`src/hdl/erl_pkg.sv`:
```
// erl_pkg: shared constants, payload structs and controller/datapath
// command and status types for the event ring log core.
// No dependencies.
package erl_pkg;

  // default geometry
  localparam int unsigned DepthDefault   = 64;
  localparam int unsigned TextMaxDefault = 63;

  // most entry results a single sync may emit before its summary
  localparam logic [5:0] EntryRoomLast = 6'd63;

  // input action codes
  localparam logic [1:0] ACT_STAGE = 2'd0;
  localparam logic [1:0] ACT_LOG   = 2'd1;
  localparam logic [1:0] ACT_SYNC  = 2'd2;
  localparam logic [1:0] ACT_READ  = 2'd3;

  // result kind codes
  localparam logic [1:0] KIND_ENTRY = 2'd0;
  localparam logic [1:0] KIND_SUM   = 2'd1;
  localparam logic [1:0] KIND_NONE  = 2'd2;
  localparam logic [1:0] KIND_BYTE  = 2'd3;

  typedef struct packed {
    logic [1:0]  action;
    logic [7:0]  context_byte;
    logic [7:0]  event_type;
    logic [31:0] pid;
    logic [63:0] time_stamp;
    logic [5:0]  slot_index;
    logic [5:0]  byte_offset;
  } in_t;

  typedef struct packed {
    logic [1:0]  result_kind;
    logic [5:0]  entry_slot;
    logic [5:0]  entry_length;
    logic [31:0] entry_process;
    logic [63:0] entry_time;
    logic [7:0]  read_byte;
    logic [6:0]  persisted_count;
    logic        last_of_run;
  } out_t;

  // controller to datapath
  typedef struct packed {
    logic       accept;     // input transaction taken this cycle
    logic       sync_init;  // load walk cursor from sync cursor
    logic       sync_step;  // retire current slot of the walk
    logic       sync_done;  // move sync cursor to the head
    logic       out_load;   // load output register
    logic [1:0] out_sel;    // kind of result to load
  } cmd_t;

  // datapath to controller
  typedef struct packed {
    logic out_free;   // output register can take a result
    logic at_head;    // sync cursor sits on the head
    logic match;      // fetched slot has the commit type
    logic room;       // entry results still allowed in this sync
    logic last_slot;  // walk cursor is one before the head
  } status_t;

endpackage

```
`src/hdl/erl_ctrl.sv`:
```
// erl_ctrl: sequencing state machine for the event ring log core.
// Depends on erl_pkg for command, status and code definitions.
module erl_ctrl import erl_pkg::*; (
  input  logic       clk_i,
  input  logic       rst_ni,
  input  logic       in_valid_i,
  input  logic [1:0] action_i,
  output logic       in_ready_o,
  input  status_t    status_i,
  output cmd_t       cmd_o
);

  typedef enum logic [5:0] {
    ST_IDLE  = 6'b000001,
    ST_READ  = 6'b000010,
    ST_SYNC  = 6'b000100,
    ST_FETCH = 6'b001000,
    ST_CHECK = 6'b010000,
    ST_SUM   = 6'b100000
  } state_e;

  state_e state_q, state_d;

  // next state and commands
  always_comb begin
    state_d    = state_q;
    cmd_o      = '0;
    in_ready_o = 1'b0;
    case (state_q)
      ST_IDLE: begin
        in_ready_o   = 1'b1;
        cmd_o.accept = in_valid_i;
        if (in_valid_i) begin
          if (action_i == ACT_SYNC) begin
            state_d = ST_SYNC;
          end else if (action_i == ACT_READ) begin
            state_d = ST_READ;
          end
        end
      end
      ST_READ: begin
        if (status_i.out_free) begin
          cmd_o.out_load = 1'b1;
          cmd_o.out_sel  = KIND_BYTE;
          state_d        = ST_IDLE;
        end
      end
      ST_SYNC: begin
        if (status_i.at_head) begin
          if (status_i.out_free) begin
            cmd_o.out_load = 1'b1;
            cmd_o.out_sel  = KIND_NONE;
            state_d        = ST_IDLE;
          end
        end else begin
          cmd_o.sync_init = 1'b1;
          state_d         = ST_FETCH;
        end
      end
      ST_FETCH: begin
        // slot memories read at the walk cursor
        state_d = ST_CHECK;
      end
      ST_CHECK: begin
        if (status_i.match && status_i.room) begin
          if (status_i.out_free) begin
            cmd_o.out_load  = 1'b1;
            cmd_o.out_sel   = KIND_ENTRY;
            cmd_o.sync_step = 1'b1;
            state_d         = status_i.last_slot ? ST_SUM : ST_FETCH;
          end
        end else begin
          cmd_o.sync_step = 1'b1;
          state_d         = status_i.last_slot ? ST_SUM : ST_FETCH;
        end
      end
      ST_SUM: begin
        if (status_i.out_free) begin
          cmd_o.out_load  = 1'b1;
          cmd_o.out_sel   = KIND_SUM;
          cmd_o.sync_done = 1'b1;
          state_d         = ST_IDLE;
        end
      end
      default: begin
        state_d = ST_IDLE;
      end
    endcase
  end

  // state register
  always_ff @(posedge clk_i or negedge rst_ni) begin
    if (!rst_ni) begin
      state_q <= ST_IDLE;
    end else begin
      state_q <= state_d;
    end
  end

endmodule

```
`config.mk`:
```
export PLATFORM = sky130hd
export DESIGN_NAME = erl_ctrl
export DESIGN_NICKNAME = d
export VERILOG_FILES = /design/src/hdl/erl_pkg.sv /design/src/hdl/erl_ctrl.sv
export SDC_FILE = /design/constraint.sdc
export NUM_CORES = 1
export LEC_CHECK = 0
export BUFFER_PORTS_ARGS = -buffer_cell sky130_fd_sc_hd__buf_2
export CORE_AREA = 2 2 47 49
export DETAILED_ROUTE_END_ITERATION = 6
export DIE_AREA = 0 0 49 51
export HOLD_SLACK_MARGIN = 0.06
export PLACE_DENSITY = 0.52
export SLEW_MARGIN = 15
export SYNTH_ARGS = -nofsm -noshare
export SYNTH_HDL_FRONTEND = slang
export SYNTH_SLANG_ARGS = --single-unit
export TNS_END_PERCENT = 50
```
`constraint.sdc`:
```
create_clock -name clk_i -period 3.04 [get_ports clk_i]
set_input_delay 0.152 -clock clk_i [delete_from_list [all_inputs] [get_ports clk_i]]
set_output_delay 0.152 -clock clk_i [all_outputs]
set_load 0.05 [all_outputs]
```
== Yosys cells after proc, flatten, opt, wreduce, memory -nomap -nowiden ==
Cells that the tools add are included.
Word-level totals
  register bits: 6
  input port bits: 10
  output and inout port bits: 8
  logic and storage cells: 39
Cells by class
  eq/ne operators: 11
  muxes and demuxes: 24
  reduce and logical (&&, ||, !) cells: 3
Operators with widths (number)
  $mux W6: 8
  $pmux W6 S5: 1
  $mux W3: 5
  $pmux W3 S4: 1
  $mux W1: 8
  $eq A6 B1 Y1 const B: 1
  $eq A6 B2 Y1 const B: 1
  $eq A6 B3 Y1 const B: 1
  $eq A6 B4 Y1 const B: 1
  $eq A6 B5 Y1 const B: 1
  $eq A6 B6 Y1 const B: 1
  $ne A3 B3 Y1 const B: 2
  $eq A2 B2 Y1 const B: 2
  $mux W4: 1
  $reduce_and A3 Y1: 1
  $ne A2 B2 Y1 const B: 1
  $reduce_or A2 Y1: 1
  $logic_and A1 B1 Y1: 1

== Longest topological paths before layout ==
  depth in word-level cells: 5
  gate-level depth with buffers: 5
  mapped depth without buffers: 4

== Least setup slack after synthesis ==
No wires, ideal clock.
  kind: flip-flop to output port
  from: register state_q[5]
  to: output port cmd_o[6] in the netlist's numbering
  data arrival time: 2.763 ns
  data required time: 2.888 ns
  slack: 0.125 ns
  stages on the path, launching flop included: 5
  buffers on the path: 1
  cell sequence: dfrtp_1 buf_6 or4b_1 nor3_1 and2_1
RTL lines
  start: declaration: line erl_ctrl.sv:22  | state_e state_q, state_d;
  start signal: assignment: line erl_ctrl.sv:96  | state_q <= state_d;
  end: declaration: line erl_ctrl.sv:10  | output cmd_t cmd_o

==> results.sh <==
export IMPL_status="completed"
export IMPL_die_h_um=51
export IMPL_synth_area_per_cell_um2=9.24
export IMPL_dp_hpwl_um=976
export IMPL_numPortBuffers=17
export IMPL_hold_worst_slack_ns=0.224
export IMPL_wl_mm=1.35
export IMPL_cap_violations=0
export IMPL_setup_ws_ns=0.603
export IMPL_r2r_slack_ns=1.01
export IMPL_ys_async_sr_fraction_pct=100
export IMPL_grt_overflow=0
export IMPL_finalPower_uw=497
export IMPL_clk_pin_slew_ns=0.05
export IMPL_worstSetupEndpointType="output pin"
export IMPL_finalWeightedCongestion=0.743
export IMPL_cp_cell_sequence="or4_4 > or3b_4 > o21bai_1 > a21o_1 > buf_2"
export IMPL_slowest_stage="or4_4"
export IMPL_hold_path_end="state_q[3]"
export IMPL_start_util_pct=27.8
export IMPL_layout_commonest_cell="buf_2"
export IMPL_drv_slew=0
export IMPL_fin_setup_tns_ns=0
export IMPL_drive_above_1_share_pct=38.0
export IMPL_tightest_slew_ns=0.723
export IMPL_reg_top3="state_q x6"
export IMPL_reg2reg_to="state_q[1]"
export IMPL_crit_type="reg2out"
export IMPL_layout_common_cells="buf_2 (17), nor3_1 (6), dfrtp_1 (5)"
export IMPL_dr_total_vias=541
export IMPL_largest_register_ffs=6
export IMPL_n_fill_cell=235
export IMPL_start_kind="register"
export IMPL_wire_per_inst_um=12.6
export IMPL_cts_max_level=1
export IMPL_clock_path_buffers=2
export IMPL_worstPathRequired_ns=2.89
export IMPL_setup_viol=0
export IMPL_clock_skew_ns=0.00988
export IMPL_route_detailed_drc=0
export IMPL_grt_max_degree=12
export IMPL_synth_distinct_cells=37
export IMPL_hold_violations=0
export IMPL_whs_path_depth=3
export IMPL_min_from="status_i[0]"
export IMPL_worstSkewPairLatency_ns=0.25
export IMPL_synth_area_um2=573
export IMPL_syn_nets=72
export IMPL_slowest_delay_ns=0.58
export IMPL_fmax_mhz=410
export IMPL_leakagePower_uw=0.000292
export IMPL_fin_util_pct=33.0
export IMPL_vdd_drop_max_mv=0.241
export IMPL_critical_path_top_delay_family="simple AND/OR/NAND/NOR gates"
export IMPL_cts_sinks=6
export IMPL_yosys_warnings=0
export IMPL_drt_iter0_drc=2
export IMPL_cts_resized=0
export IMPL_ys_seq_area_share_pct=26.4
export IMPL_antenna_cells=0
export IMPL_ys_flop_type="dfrtp_1"
export IMPL_worstPathMaxFanout=11
export IMPL_reg2reg_from="state_q[2]"
export IMPL_hold_buffers=1
export IMPL_min_path_type="in2reg"
export IMPL_period_share_pct=80.2
export IMPL_place_ws_ns=0.882
export IMPL_synth_edf_count=0
export IMPL_area_growth_pct=18.8
export IMPL_synth_seq_cells=6
export IMPL_die_w_um=49
export IMPL_via_per_inst=5.06
export IMPL_cts_buffers_inserted=3
export IMPL_cp_arrival_ns=2.29
export IMPL_grtUsageTotal_pct=11.8
export IMPL_postRouteAntennaNets=0
export IMPL_grt_pass1_wl_mm=2.26
export IMPL_slew_headroom_pct=51.7
export IMPL_dieArea_mm2=0.00250
export IMPL_cts_tree="done"
export IMPL_p_per_area_mw_per_mm2=730
export IMPL_grt_pass1_vias=518
export IMPL_fp_row_count=17
export IMPL_cts_root_buf="clkbuf_4"
export IMPL_top_register="state_q"
export IMPL_cts_setup_buffers=0
export IMPL_worst_r2r_cell_count=4
export IMPL_num_io_pins=18
export IMPL_firstDrtPassIters=4
export IMPL_syn_inst=62
export IMPL_fin_crit_ns=2.44
export IMPL_grt_setup_unrepaired="false"
export IMPL_nets=90
export IMPL_path_buf_inv=1
export IMPL_antenna_found_initial=0
export IMPL_fp_coreArea_mm2=0.00206
## worst max-delay path by stage
stage | start | endpoint | slack [ns] | cells past startpoint
after floorplan | state_q[5] | cmd_o[6] | 0.12 | 4
after global placement | state_q[2] | cmd_o[2] | 0.89 | 5
after detailed placement | state_q[2] | cmd_o[2] | 0.88 | 5
after CTS | state_q[2] | cmd_o[2] | 0.60 | 5
after global routing | state_q[2] | cmd_o[2] | 0.50 | 5
final | state_q[2] | cmd_o[2] | 0.60 | 5
## per-stage QoR
stage                     std cells  cell area [µm²]
final                           107              681
after global routing            107              681
after global placement          102              644
after CTS                       107              681
after detailed placement        102              644
after floorplan                  62              573
## Yosys cell counts, drive strengths merged (2+ instances only)
library cell	n	area, µm²
or4	5	47.6
inv	2	7.51
nor3	8	56.3
a32oi	2	17.5
nor2	3	11.3
dfrtp	5	125
nand2b	2	12.5
nor3b	3	22.5
buf	5	48.8
or3b	2	20.0
and2	3	18.8
xnor2	3	26.3
## tightest hold or removal path, delay by kind of cell
kind	cells	cell delay, ns
AO/OA/AOI/OAI	1	0.15
AND/OR/NAND/NOR	1	0.03
buffers and inverters	1	0.09
## layout make-up
type	instances	area, µm²	share of cell area [%]
Tap cell	28	35.0	5.15
Sequential cell	6	151	22.2
Inverter	2	7.51	1.10
Clock buffer	4	26.3	3.86
Multi-Input combinational cell	49	365	53.7
Timing Repair Buffer	18	95.1	14.0
## power breakdown
| part | switching (µW) | internal [µW] | total, µW |
|---|---|---|---|
| sequential | 42.7 | 100 | 143 |
| clock | 29.4 | 49.7 | 79.1 |
| combinational | 173 | 102 | 274 |
## metal layers
metal | part of all wire, % | wire length [µm] | vias to the layer above | track usage (%)
li1 | - | - | 266 | -
met1 | 47 | 629 | 256 | 13.9
met2 | 48 | 641 | 17 | 20.3
met3 | 4.6 | 62 | 2 | 2.63
met4 | 1.2 | 16 | 0 | 5.71
met5 | 0 | 0 | - | 0
## kinds of logic (layout without fill, tap and decap cells)
family | after synthesis | in the layout | synth area share, %
flops | 6 | 6 | 26.4
simple gates | 33 | 33 | 41.3
buf+inv | 7 | 24 | 9.82
compound gates | 12 | 12 | 16.2
xor+xnor | 3 | 3 | 4.59
mux | 1 | 1 | 1.75
Power figures use the tool's default switching activity.
